--- config.mk ---
export PLATFORM = sky130hd
export DESIGN_NAME = overcurrent_fault_supervisor_top
export DESIGN_NICKNAME = d
export VERILOG_FILES = /design/src/rtl/ofs_pkg.sv /design/src/rtl/overcurrent_fault_supervisor_top.sv /design/src/rtl/ofs_core.sv
export SDC_FILE = /design/constraint.sdc
export NUM_CORES = 1
export LEC_CHECK = 0
export BUFFER_PORTS_ARGS = -buffer_cell sky130_fd_sc_hd__clkbuf_2
export CAP_MARGIN = 20
export CORE_ASPECT_RATIO = 1.5
export CORE_MARGIN = 2
export CORE_UTILIZATION = 58
export CTS_CLUSTER_DIAMETER = 50
export DETAILED_ROUTE_END_ITERATION = 16
export GPL_TIMING_DRIVEN = 0
export PLACE_DENSITY = 0.87
export SLEW_MARGIN = 20
export SYNTH_ARGS = -nofsm -noshare
export SYNTH_HDL_FRONTEND = slang
export SYNTH_HIERARCHICAL = 1
export SYNTH_SLANG_ARGS = --single-unit
--- constraint.sdc ---
create_clock -name clk_i -period 4.8 [get_ports clk_i]
set_input_delay 0.48 -clock clk_i [delete_from_list [all_inputs] [get_ports clk_i]]
set_output_delay 0.48 -clock clk_i [all_outputs]
set_load 0.005 [all_outputs]
--- src/rtl/ofs_pkg.sv ---
// ----------------------------------------------------------------------------
// ofs_pkg
// Shared types and constants of the overcurrent fault supervisor.
// ----------------------------------------------------------------------------
package ofs_pkg;

  localparam int unsigned LimitW   = 8;
  localparam int unsigned TicksW   = 16;
  localparam int unsigned CfgIdxW  = 3;
  localparam int unsigned CfgDataW = 16;
  localparam int unsigned StepW    = 2;

  // Register indexes on the configuration port
  localparam logic [CfgIdxW-1:0] CfgNominalLimit       = 3'd0;
  localparam logic [CfgIdxW-1:0] CfgMaximumLimit       = 3'd1;
  localparam logic [CfgIdxW-1:0] CfgNominalLimitHoming = 3'd2;
  localparam logic [CfgIdxW-1:0] CfgMaximumLimitHoming = 3'd3;
  localparam logic [CfgIdxW-1:0] CfgOvercurrentTicks   = 3'd4;
  localparam logic [CfgIdxW-1:0] CfgRecoveryTicks      = 3'd5;
  localparam logic [CfgIdxW-1:0] CfgFaultHoldTicks     = 3'd6;

  localparam logic [TicksW-1:0] FaultHoldReset = 16'd100;

  // Step codes as reported on the result word
  localparam logic [StepW-1:0] StepCodeIdle     = 2'd0;
  localparam logic [StepW-1:0] StepCodeTiming   = 2'd1;
  localparam logic [StepW-1:0] StepCodeShutdown = 2'd2;
  localparam logic [StepW-1:0] StepCodeRecover  = 2'd3;

  typedef enum logic [3:0] {
    StIdle     = 4'b0001,
    StTiming   = 4'b0010,
    StShutdown = 4'b0100,
    StRecover  = 4'b1000
  } step_e;

  typedef struct packed {
    logic [LimitW-1:0] nominal_limit;
    logic [LimitW-1:0] maximum_limit;
    logic [LimitW-1:0] nominal_limit_homing;
    logic [LimitW-1:0] maximum_limit_homing;
    logic [TicksW-1:0] overcurrent_ticks;
    logic [TicksW-1:0] recovery_ticks;
    logic [TicksW-1:0] fault_hold_ticks;
  } cfg_t;

  typedef struct packed {
    logic request_maximum;
    logic request_nominal;
    logic fault_pin;
    logic homing;
  } item_t;

  typedef struct packed {
    logic [StepW-1:0]  sequence_step;
    logic              shutdown_enabled;
    logic [LimitW-1:0] maximum_value;
    logic              write_maximum;
    logic [LimitW-1:0] nominal_value;
    logic              write_nominal;
  } result_t;

endpackage

--- src/rtl/overcurrent_fault_supervisor_top.sv ---
// ----------------------------------------------------------------------------
// overcurrent_fault_supervisor_top
// Overcurrent fault supervisor: one tick per input word, one result word per
// tick with the current-limit writes, the shutdown mapping and the step.
//
//   channel   dir   width  contents
//   s_axis    in    8      tick: homing, fault_pin, request_nominal,
//                          request_maximum
//   m_axis    out   24     result: write flags, limit values, shutdown, step
//   cfg       in    16     register writes, index 0..6
//
// A word taken in is held in the input register, then the tick logic updates
// the state and loads the output register, which offers the result word; one
// word per cycle is sustained while m_axis_tready is high. The output register
// stalls on m_axis_tready and the input register refills in the same cycle the
// output drains. Reset clears the valid flags, the state and the config, but
// sets shutdown and loads fault_hold_ticks with FaultHoldReset.
// ----------------------------------------------------------------------------
module overcurrent_fault_supervisor_top (
  input  logic                          clk_i,
  input  logic                          rst_ni,
  // tdata: [0] homing, [1] fault_pin, [2] request_nominal,
  //        [3] request_maximum, [7:4] zero
  input  logic                          s_axis_tvalid,
  output logic                          s_axis_tready,
  input  logic [7:0]                    s_axis_tdata,
  // tdata: [0] write_nominal, [8:1] nominal_value, [9] write_maximum,
  //        [17:10] maximum_value, [18] shutdown_enabled,
  //        [20:19] sequence_step, [23:21] zero
  output logic                          m_axis_tvalid,
  input  logic                          m_axis_tready,
  output logic [23:0]                   m_axis_tdata,
  input  logic                          cfg_we_i,
  input  logic [ofs_pkg::CfgIdxW-1:0]   cfg_idx_i,
  input  logic [ofs_pkg::CfgDataW-1:0]  cfg_wdata_i
);

  ofs_pkg::cfg_t    cfg_q;
  ofs_pkg::item_t   item_q;
  logic             in_valid_q;
  ofs_pkg::result_t res_d, res_q;
  logic             out_valid_q;
  logic             advance;

  // Configuration registers
  always_ff @(posedge clk_i or negedge rst_ni) begin
    if (!rst_ni) begin
      cfg_q <= '{nominal_limit:        '0,
                 maximum_limit:        '0,
                 nominal_limit_homing: '0,
                 maximum_limit_homing: '0,
                 overcurrent_ticks:    '0,
                 recovery_ticks:       '0,
                 fault_hold_ticks:     ofs_pkg::FaultHoldReset};
    end else if (cfg_we_i) begin
      case (cfg_idx_i)
        ofs_pkg::CfgNominalLimit:
          cfg_q.nominal_limit <= cfg_wdata_i[ofs_pkg::LimitW-1:0];
        ofs_pkg::CfgMaximumLimit:
          cfg_q.maximum_limit <= cfg_wdata_i[ofs_pkg::LimitW-1:0];
        ofs_pkg::CfgNominalLimitHoming:
          cfg_q.nominal_limit_homing <= cfg_wdata_i[ofs_pkg::LimitW-1:0];
        ofs_pkg::CfgMaximumLimitHoming:
          cfg_q.maximum_limit_homing <= cfg_wdata_i[ofs_pkg::LimitW-1:0];
        ofs_pkg::CfgOvercurrentTicks:
          cfg_q.overcurrent_ticks <= cfg_wdata_i[ofs_pkg::TicksW-1:0];
        ofs_pkg::CfgRecoveryTicks:
          cfg_q.recovery_ticks <= cfg_wdata_i[ofs_pkg::TicksW-1:0];
        ofs_pkg::CfgFaultHoldTicks:
          cfg_q.fault_hold_ticks <= cfg_wdata_i[ofs_pkg::TicksW-1:0];
        default: ;
      endcase
    end
  end

  // Move a word from the input register when the output register is free
  assign advance       = in_valid_q && (!out_valid_q || m_axis_tready);
  assign s_axis_tready = !in_valid_q || advance;

  // Input register
  always_ff @(posedge clk_i or negedge rst_ni) begin
    if (!rst_ni) begin
      in_valid_q <= 1'b0;
    end else if (s_axis_tready) begin
      in_valid_q <= s_axis_tvalid;
    end
  end

  always_ff @(posedge clk_i) begin
    if (s_axis_tready && s_axis_tvalid) begin
      item_q <= ofs_pkg::item_t'(s_axis_tdata[3:0]);
    end
  end

  ofs_core u_core (
    .clk_i     (clk_i),
    .rst_ni    (rst_ni),
    .advance_i (advance),
    .item_i    (item_q),
    .cfg_i     (cfg_q),
    .result_o  (res_d)
  );

  // Output register
  always_ff @(posedge clk_i or negedge rst_ni) begin
    if (!rst_ni) begin
      out_valid_q <= 1'b0;
    end else if (advance) begin
      out_valid_q <= 1'b1;
    end else if (m_axis_tready) begin
      out_valid_q <= 1'b0;
    end
  end

  always_ff @(posedge clk_i) begin
    if (advance) begin
      res_q <= res_d;
    end
  end

  assign m_axis_tvalid = out_valid_q;
  assign m_axis_tdata  = {3'b000, res_q};

endmodule

--- src/rtl/ofs_core.sv ---
// ----------------------------------------------------------------------------
// ofs_core
// Supervisor state and the logic of one tick: timers, limit writes and the
// four-step fault sequence. State advances when advance_i is high.
// ----------------------------------------------------------------------------
module ofs_core (
  input  logic            clk_i,
  input  logic            rst_ni,
  input  logic            advance_i,
  input  ofs_pkg::item_t  item_i,
  input  ofs_pkg::cfg_t   cfg_i,
  output ofs_pkg::result_t result_o
);

  ofs_pkg::step_e                   step_q, step_d;
  logic                             was_homing_q;
  logic [ofs_pkg::TicksW-1:0]       oc_timer_q, oc_timer_d;
  logic [ofs_pkg::TicksW-1:0]       hold_timer_q, hold_timer_d;
  logic                             shutdown_q, shutdown_d;

  logic                             mode_change;
  logic                             wr_nom;
  logic                             wr_max;
  logic [ofs_pkg::TicksW-1:0]       oc_dec;
  logic [ofs_pkg::TicksW-1:0]       hold_dec;
  ofs_pkg::step_e                   step_pre;
  logic [ofs_pkg::StepW-1:0]        step_code;

  // Step both timers down, stopping at zero
  assign oc_dec   = (oc_timer_q == '0) ? '0 : oc_timer_q - 1'b1;
  assign hold_dec = (hold_timer_q == '0) ? '0 : hold_timer_q - 1'b1;

  // Limit writes on a mode change or a request
  assign mode_change = item_i.homing ^ was_homing_q;
  assign wr_nom      = item_i.request_nominal | mode_change;
  assign wr_max      = item_i.request_maximum | mode_change;
  assign step_pre    = wr_nom ? ofs_pkg::StIdle : step_q;

  // Run the fault sequence
  always_comb begin
    step_d       = step_pre;
    oc_timer_d   = oc_dec;
    hold_timer_d = hold_dec;
    shutdown_d   = shutdown_q;
    case (step_pre)
      ofs_pkg::StIdle: begin
        shutdown_d = 1'b0;
        if (item_i.fault_pin) begin
          oc_timer_d = cfg_i.overcurrent_ticks;
          step_d     = ofs_pkg::StTiming;
        end
      end
      ofs_pkg::StTiming: begin
        if (item_i.fault_pin) begin
          hold_timer_d = cfg_i.fault_hold_ticks;
        end
        if (oc_dec == '0) begin
          // Expiry advances one step from wherever the hold check left it
          shutdown_d = 1'b1;
          step_d     = (item_i.fault_pin || hold_dec != '0) ? ofs_pkg::StShutdown
                                                            : ofs_pkg::StTiming;
        end else if (!item_i.fault_pin && hold_dec == '0) begin
          step_d = ofs_pkg::StIdle;
        end
      end
      ofs_pkg::StShutdown: begin
        if (!item_i.fault_pin) begin
          oc_timer_d = cfg_i.recovery_ticks;
          step_d     = ofs_pkg::StRecover;
        end
      end
      ofs_pkg::StRecover: begin
        if (item_i.fault_pin) begin
          step_d = ofs_pkg::StShutdown;
        end else if (oc_dec == '0) begin
          step_d = ofs_pkg::StIdle;
        end
      end
      default: begin
        step_d = ofs_pkg::StIdle;
      end
    endcase
  end

  // Encode the step for the result word
  always_comb begin
    case (step_d)
      ofs_pkg::StIdle:     step_code = ofs_pkg::StepCodeIdle;
      ofs_pkg::StTiming:   step_code = ofs_pkg::StepCodeTiming;
      ofs_pkg::StShutdown: step_code = ofs_pkg::StepCodeShutdown;
      ofs_pkg::StRecover:  step_code = ofs_pkg::StepCodeRecover;
      default:             step_code = ofs_pkg::StepCodeIdle;
    endcase
  end

  // Build the result
  always_comb begin
    result_o.write_nominal    = wr_nom;
    result_o.nominal_value    = !wr_nom ? '0 :
                                item_i.homing ? cfg_i.nominal_limit_homing
                                              : cfg_i.nominal_limit;
    result_o.write_maximum    = wr_max;
    result_o.maximum_value    = !wr_max ? '0 :
                                item_i.homing ? cfg_i.maximum_limit_homing
                                              : cfg_i.maximum_limit;
    result_o.shutdown_enabled = shutdown_d;
    result_o.sequence_step    = step_code;
  end

  // Hold state between ticks
  always_ff @(posedge clk_i or negedge rst_ni) begin
    if (!rst_ni) begin
      step_q       <= ofs_pkg::StIdle;
      was_homing_q <= 1'b0;
      oc_timer_q   <= '0;
      hold_timer_q <= '0;
      shutdown_q   <= 1'b1;
    end else if (advance_i) begin
      step_q       <= step_d;
      was_homing_q <= item_i.homing;
      oc_timer_q   <= oc_timer_d;
      hold_timer_q <= hold_timer_d;
      shutdown_q   <= shutdown_d;
    end
  end

endmodule
==> results of run 1 <==
-- layout by cell type (no fill, tap or decap), drive strengths merged, types with 4 or more instances in the layout --
cell type / count
nand3: 7
mux2: 86
o41ai: 7
nor3: 28
xor2: 7
o21ai: 39
o31ai: 10
nor4: 12
dfstp: 5
a211oi: 5
nand2: 39
edfxtp: 25
dfrtp: 115
clkbuf: 83
nor2: 56
a22o: 18
and2: 6
xnor2: 6
nand3b: 4
inv: 21
or3: 8
mux2i: 17
buf: 30
a22oi: 6
nand4b: 6
or4: 4
nand2b: 10
nand4: 6
a21oi: 31
-- sequential cells by signal, indices dropped and copies added (netlist names) --
signal and count:
m_axis_tdata 21, cfg_q 80, u_core/shutdown_q 1, u_core/oc_timer_q 16
in_valid_q 1, item_q 4, u_core/hold_timer_q 16, u_core/step_q 4
u_core/was_homing_q 1, m_axis_tvalid 1
-- layer usage --
metal | global-route usage | share of wire
met5 | 0 | 0
met1 | 0.360 | 0.37
met2 | 0.525 | 0.51
met3 | 0.0548 | 0.065
met4 | 0.171 | 0.050
-- power groups by stage --
stage	Clock [W]	Combinational [W]	Sequential, W
finish	0.00136	0.00123	0.00185
global route	0.00142	0.00133	0.00188
CTS	0.00136	0.00120	0.00184
detailed placement	0	0.00117	0.00184
global placement	0	0.00112	0.00182
floorplan	0	0.000890	0.00177
-- stage by stage --
| step | area, um2 | std cells | total power [W] | utilization | setup slack [ps] |
|---|---|---|---|---|---|
| 3_3_place_gp | 7930 | 871 | 0.00294 | 0.630 | 1400 |
| 5_1_grt | 8570 | 905 | 0.00463 | 0.682 | 1080 |
| 4_1_cts | 8570 | 905 | 0.00441 | 0.682 | 1380 |
| 6_report | 8570 | 905 | 0.00444 | 0.682 | 1330 |
| 3_5_place_dp | 7960 | 872 | 0.00302 | 0.633 | 1390 |
| 2_1_floorplan | 7500 | 669 | 0.00266 | - | 1990 |
-- logic make-up (layout without fill, tap and decap cells) --
kind of cell	Yosys count	count (layout)	synth area share
other	1	3	0.000500
buffers and inverters	63	143	0.0449
AO/OA/AOI/OAI	136	136	0.122
AND/OR/NAND/NOR	203	203	0.154
XOR/XNOR	13	13	0.0152
adder cells (fa/ha/maj)	3	3	0.00501
flip-flops	145	145	0.502
multiplexers	103	103	0.157
-- worst paths after layout --
| kind | start | endpoint | slack (ps) | depth (start not counted) |
|---|---|---|---|---|
| max | u_core/hold_timer_q[0] | m_axis_tdata[20] | 1330 | 11 |
| min in group asynchronous | rst_ni | cfg_q[70] | 500 | 2 |
| max reg2reg | u_core/hold_timer_q[0] | m_axis_tdata[20] | 1330 | 11 |
| min reg2reg | u_core/shutdown_q | u_core/shutdown_q | 490 | 2 |
| max in group asynchronous | rst_ni | u_core/shutdown_q | 3550 | 3 |
| min | s_axis_tdata[2] | item_q[2] | 230 | 1 |
-- final cells by class --
| type | instances | area [um2] |
|---|---|---|
| fillers | 828 | 4000 |
| flip-flops and latches | 145 | 3760 |
| multi-input cells | 461 | 3410 |
| clock buffers | 18 | 429 |
| plain buffers | 50 | 288 |
| repair buffers | 48 | 277 |
| well taps | 156 | 195 |
| clock inverters | 14 | 169 |
| inverters | 13 | 48.8 |
==> impl_metrics.tcl, run 1 <==
set metrics [dict create \
    cts_root_buf "clkbuf_16" \
    yosys-top-cells-area "dfrtp_1, mux2_2, edfxtp_1, nor2_1, mux2i_1" \
    clock_latency_ps 420 \
    pwr-share-clk 0.306 \
    path_class "reg -> reg" \
    finClkSkew_ps 11.1 \
    relSlewSlack 0.303 \
    critPathBufInv 2 \
    path_clk_slew_ps 60 \
    post-route-drc-count 0 \
    grt-ovfl-total 0 \
    postSynthAreaPerCell_um2 11.2 \
    fmax_mhz 288 \
    p_sw_w 0.00155 \
    grt_pass1_wl_um 32600 \
    cts_setup_buffers 0 \
    yosysWarnings 6 \
    cp-end-kind "flop" \
    grt_usage 0.305 \
    grt_pass1_vias 5980 \
    port_buffers 46 \
    detailed_place_hpwl_um 13500 \
    start_kind "flop" \
    sequentialPowerShare 0.416 \
    nets 771 \
    max_cap_viol_count 0 \
    dieHeight_um 143 \
    synth_area_leader_cell "dfrtp_1" \
    rows 50 \
    io_pins 58 \
    power_density_nw_per_um2 518 \
    ys_ff_latch 145 \
    run_status "finished, final reports clean" \
    netlist_area_um2 7490 \
    cpMaxStageDelayCell "nor4b_1" \
    grt_max_degree 97 \
    synth_cells 667 \
    start_util 0.596 \
    antenna_found_initial 0 \
    finalCriticalPeriod_ps 3470 \
    core_area_um2 12600 \
    finalSetupViolCount 0 \
    final_antenna_net_count 0 \
    drt-total-wl_um 20700 \
    power.leakage_nw 3.62 \
    synthMostInstantiatedCell "dfrtp_1" \
    synth_common_cells "dfrtp_1, mux2_2, nor2_1, nand2_1, a21oi_1" \
    hold_viol_final 0 \
    crit_fanout 10 \
    p_int_w 0.00289 \
    dr.pass1.iters 9 \
    crit_family "simple AND/OR/NAND/NOR gates" \
    critPathMaxStageDelay_ps 520 \
    yosys.area.top_type_share 0.384 \
    tns_ps 0 \
    numCtsBuffers 17 \
    holdWs_ps 231 \
    vias_per_cell 6.54 \
    cts_buffer_depth 2 \
    die_x_um 96.8 \
    cts_tree "built" \
    num_antenna_cells 0 \
    cts.sinks 145 \
    cts_hold_buf 1 \
    async_reset_ff_frac 0.828 \
    synth_cell_types 75 \
    drt_iter0_drc 842 \
    arrival_ps 3640 \
    seq_area_frac_synth 0.502 \
    rsz0062_at_grt "no" \
    cp_cell_sequence "inv_1 -> ha_1 -> clkbuf_1 -> nor4b_1 -> nand4_1 -> xnor2_1 -> or3_1 -> o31ai_1 -> nand2_1 -> a21o_1 -> o211a_1" \
    hold_class "in -> reg" \
    synth_top_flop_cell "dfrtp_1" \
    cts.repair.resized 0 \
    cts-htree-levels 4 \
    drv_slew 0 \
    place_congestion 0.956 \
    post-route-period-util 0.722 \
    swShare 0.349 \
    wire_per_inst_um 22.9 \
    worst_pin_slew_ps 1040 \
    ir_drop_v 0.000307 \
    syn2layout_area_growth_pct 14.4 \
    synth_edf_count 25 \
    vias 5916 \
    drive_above_1_share 0.288 \
    comb_power_share 0.278 \
    dieArea_um2 13900 \
    required_ps 4980 \
]
Power figures use the tool's default switching activity.
==> inputs of run 2 (changes only) <==
ABC_AREA = 1   (was unset)
CORE_UTILIZATION = 55   (was 58)
clock period = 3 ns   (was 4.8 ns; I/O delays follow)
==> impl_metrics.tcl, run 2 <==
set metrics [dict create \
    dp_cells 1253 \
    numCtsBuffers 17 \
    fmax_mhz 365 \
    post-route-period-util 0.913 \
    dr.pass1.iters 8 \
    required_ps 3190 \
    cts_buffer_depth 2 \
    hold_viol_final 0 \
    postSynthAreaPerCell_um2 7.87 \
    power_density_nw_per_um2 830 \
    largest_reg_flops 80 \
    cts_setup_buffers 0 \
    start_util 0.564 \
    grt_max_degree 85 \
    synth_edf_count 25 \
    hold_class "in -> reg" \
    cpMostUsedCell "nand3_1" \
    regMostFlops "cfg_q" \
    vias 7241 \
    power.leakage_nw 4.62 \
    post-route-util 0.647 \
    stdcell_count 1286 \
    seq_area_frac_synth 0.474 \
    finClkSkew_ps 11.6 \
    crit_fanout 7 \
    cp-end-kind "flop" \
    finalSetupViolCount 0 \
    drv_slew 0 \
    cpMaxStageDelayCell "dfrtp_1" \
    port_buffers 50 \
    critPathBufInv 2 \
    ir_drop_v 0.000502 \
    grt_pass1_wl_um 34500 \
    path_clk_slew_ps 70 \
    critPathMaxStageDelay_ps 380 \
    synth_cell_types 42 \
    synthMostInstantiatedCell "nand2_1" \
    synth_top_flop_cell "dfrtp_1" \
    drive_above_1_share 0.190 \
    antenna_found_initial 0 \
    cp_cell_sequence "inv_1 -> ha_1 -> inv_1 -> nor2_4 -> nand2_2 -> nor2_2 -> nand2_4 -> o21ai_0 -> nand3_1 -> nor2_1 -> nand3_1 -> nor2_1 -> nand3_1 -> nand3_1 -> nor2_1" \
    clock_latency_ps 430 \
    cts.sinks 145 \
    cts-htree-levels 4 \
    detailed_place_hpwl_um 15200 \
    die_x_um 102 \
    start_kind "flop" \
    dieHeight_um 151 \
    relSlewSlack 0.461 \
    holdWs_ps 40.1 \
    final_cell_mix "nand2_1, dfrtp_1, nand3_1" \
    worstHoldStart "s_axis_tdata[0]" \
    core_area_um2 14100 \
    post-route-drc-count 0 \
    wire_per_inst_um 16.7 \
    final_antenna_net_count 0 \
    yosysWarnings 6 \
    rows 53 \
    syn2layout_area_growth_pct 14.8 \
    yosys.area.top_type_share 0.363 \
    r2r_slack_ps 260 \
    num_antenna_cells 0 \
    vias_per_cell 5.63 \
    finalCriticalPeriod_ps 2740 \
    max_cap_viol_count 0 \
    ys_ff_latch 145 \
    netlist_area_um2 7930 \
    worst_pin_slew_ps 808 \
    crit_family "simple AND/OR/NAND/NOR gates" \
    yosys-top-cells-area "dfrtp_1, nand2_1, edfxtp_1, nand3_1, inv_1" \
    path_class "reg -> reg" \
    run_status "finished, final reports clean" \
    final_area_um2 9100 \
    timing.critical_path.from "u_core/hold_timer_q[1]" \
    place_congestion 0.941 \
    grt_usage 0.290 \
    tns_ps 0 \
    synth_common_cells "nand2_1, dfrtp_1, nand3_1, inv_1, nor2_1" \
    cts_tree "built" \
    drt_iter0_drc 687 \
    rsz0062_at_grt "no" \
    dieArea_um2 15400 \
    rr_startpoint "u_core/hold_timer_q[1]" \
    cts_root_buf "clkbuf_16" \
    synth_cells 1007 \
    grt-ovfl-total 0 \
    placed_area_um2 8500 \
    synth_area_leader_cell "dfrtp_1" \
    grt_pass1_vias 7141 \
    io_pins 58 \
    async_reset_ff_frac 0.828 \
    drt-total-wl_um 21400 \
    nets 1116 \
    arrival_ps 2930 \
    final_common_cell "nand2_1" \
]
[run 2: cell count changes in the layout (fill, tap and decap cells not counted), moves of 17 or more]
cell / change
inv_1: +66
mux2i_1: -17
nand2_1: +326
mux2_2: -60
nor3_1: -24
a22o_1: -18
o21ai_1: +26
nand3_1: +89
[run 2: cells by family (layout without fill, tap and decap cells)]
group,count (synthesis),in the layout,synth area share
and+or+nand+nor,587,587,0.327
DFF,145,145,0.474
buffers and inverters,129,214,0.0732
AOI/OAI and AO/OA,123,123,0.0922
muxes,16,16,0.0227
adders and majority gates,3,3,0.00473
xor gates and xnor gates,3,3,0.00568
other,1,3,0.000473
[run 2: worst reg2reg max path, delay by kind of cell (launching register included)]
family	cells	cell delay, ps
buffers and inverters	2	190
AOI/OAI and AO/OA	1	220
DFF	1	380
and+or+nand+nor	11	1500
adders and majority gates	1	210
[run 2: cell type report]
| cell class | instances | area, um2 |
|---|---|---|
| tap | 192 | 240 |
| clock inverter | 15 | 164 |
| fill | 1121 | 4960 |
| sequential | 145 | 3760 |
| clock buffer | 17 | 425 |
| buffer | 39 | 243 |
| timing repair buffer | 53 | 324 |
| inverter | 90 | 338 |
| multi-input combinational | 735 | 3610 |
[run 2: worst paths after layout]
kind / endpoint / cells past startpoint
setup / recovery: m_axis_tdata[20] / 15
hold reg to reg: cfg_q[6] / 2
min in group asynchronous: u_core/hold_timer_q[8] / 2
hold / removal: item_q[0] / 1
max in group asynchronous: u_core/step_q[0] / 3
setup reg to reg: m_axis_tdata[20] / 15
[run 2: where the power goes]
part / switching [W] / internal [W]
combinational: 0.00171 / 0.000868
sequential: 0.000354 / 0.00250
clock: 0.000942 / 0.00118
[run 2: metrics by stage]
| step | setup slack, ps | power [W] |
|---|---|---|
| 3_5_place_dp | 424 | 0.00537 |
| 4_1_cts | 317 | 0.00750 |
| 3_3_place_gp | -634 | 0.00526 |
| 6_report | 261 | 0.00755 |
| 2_1_floorplan | 497 | 0.00466 |
| 5_1_grt | 129 | 0.00801 |
[run 2: repair_timing]
action                     4_1_cts  5_1_grt
hold endpoints to repair        36        0
setup endpoints to repair        0        0
hold buffers                     1        0
gates resized for setup          0        0
[run 2: layer usage]
metal,part of all wire,track usage,vias up
met3,0.065,0.0568,82
met4,0.049,0.151,0
met2,0.52,0.513,349
met5,0,0,-
li1,-,-,3403
met1,0.37,0.327,3407
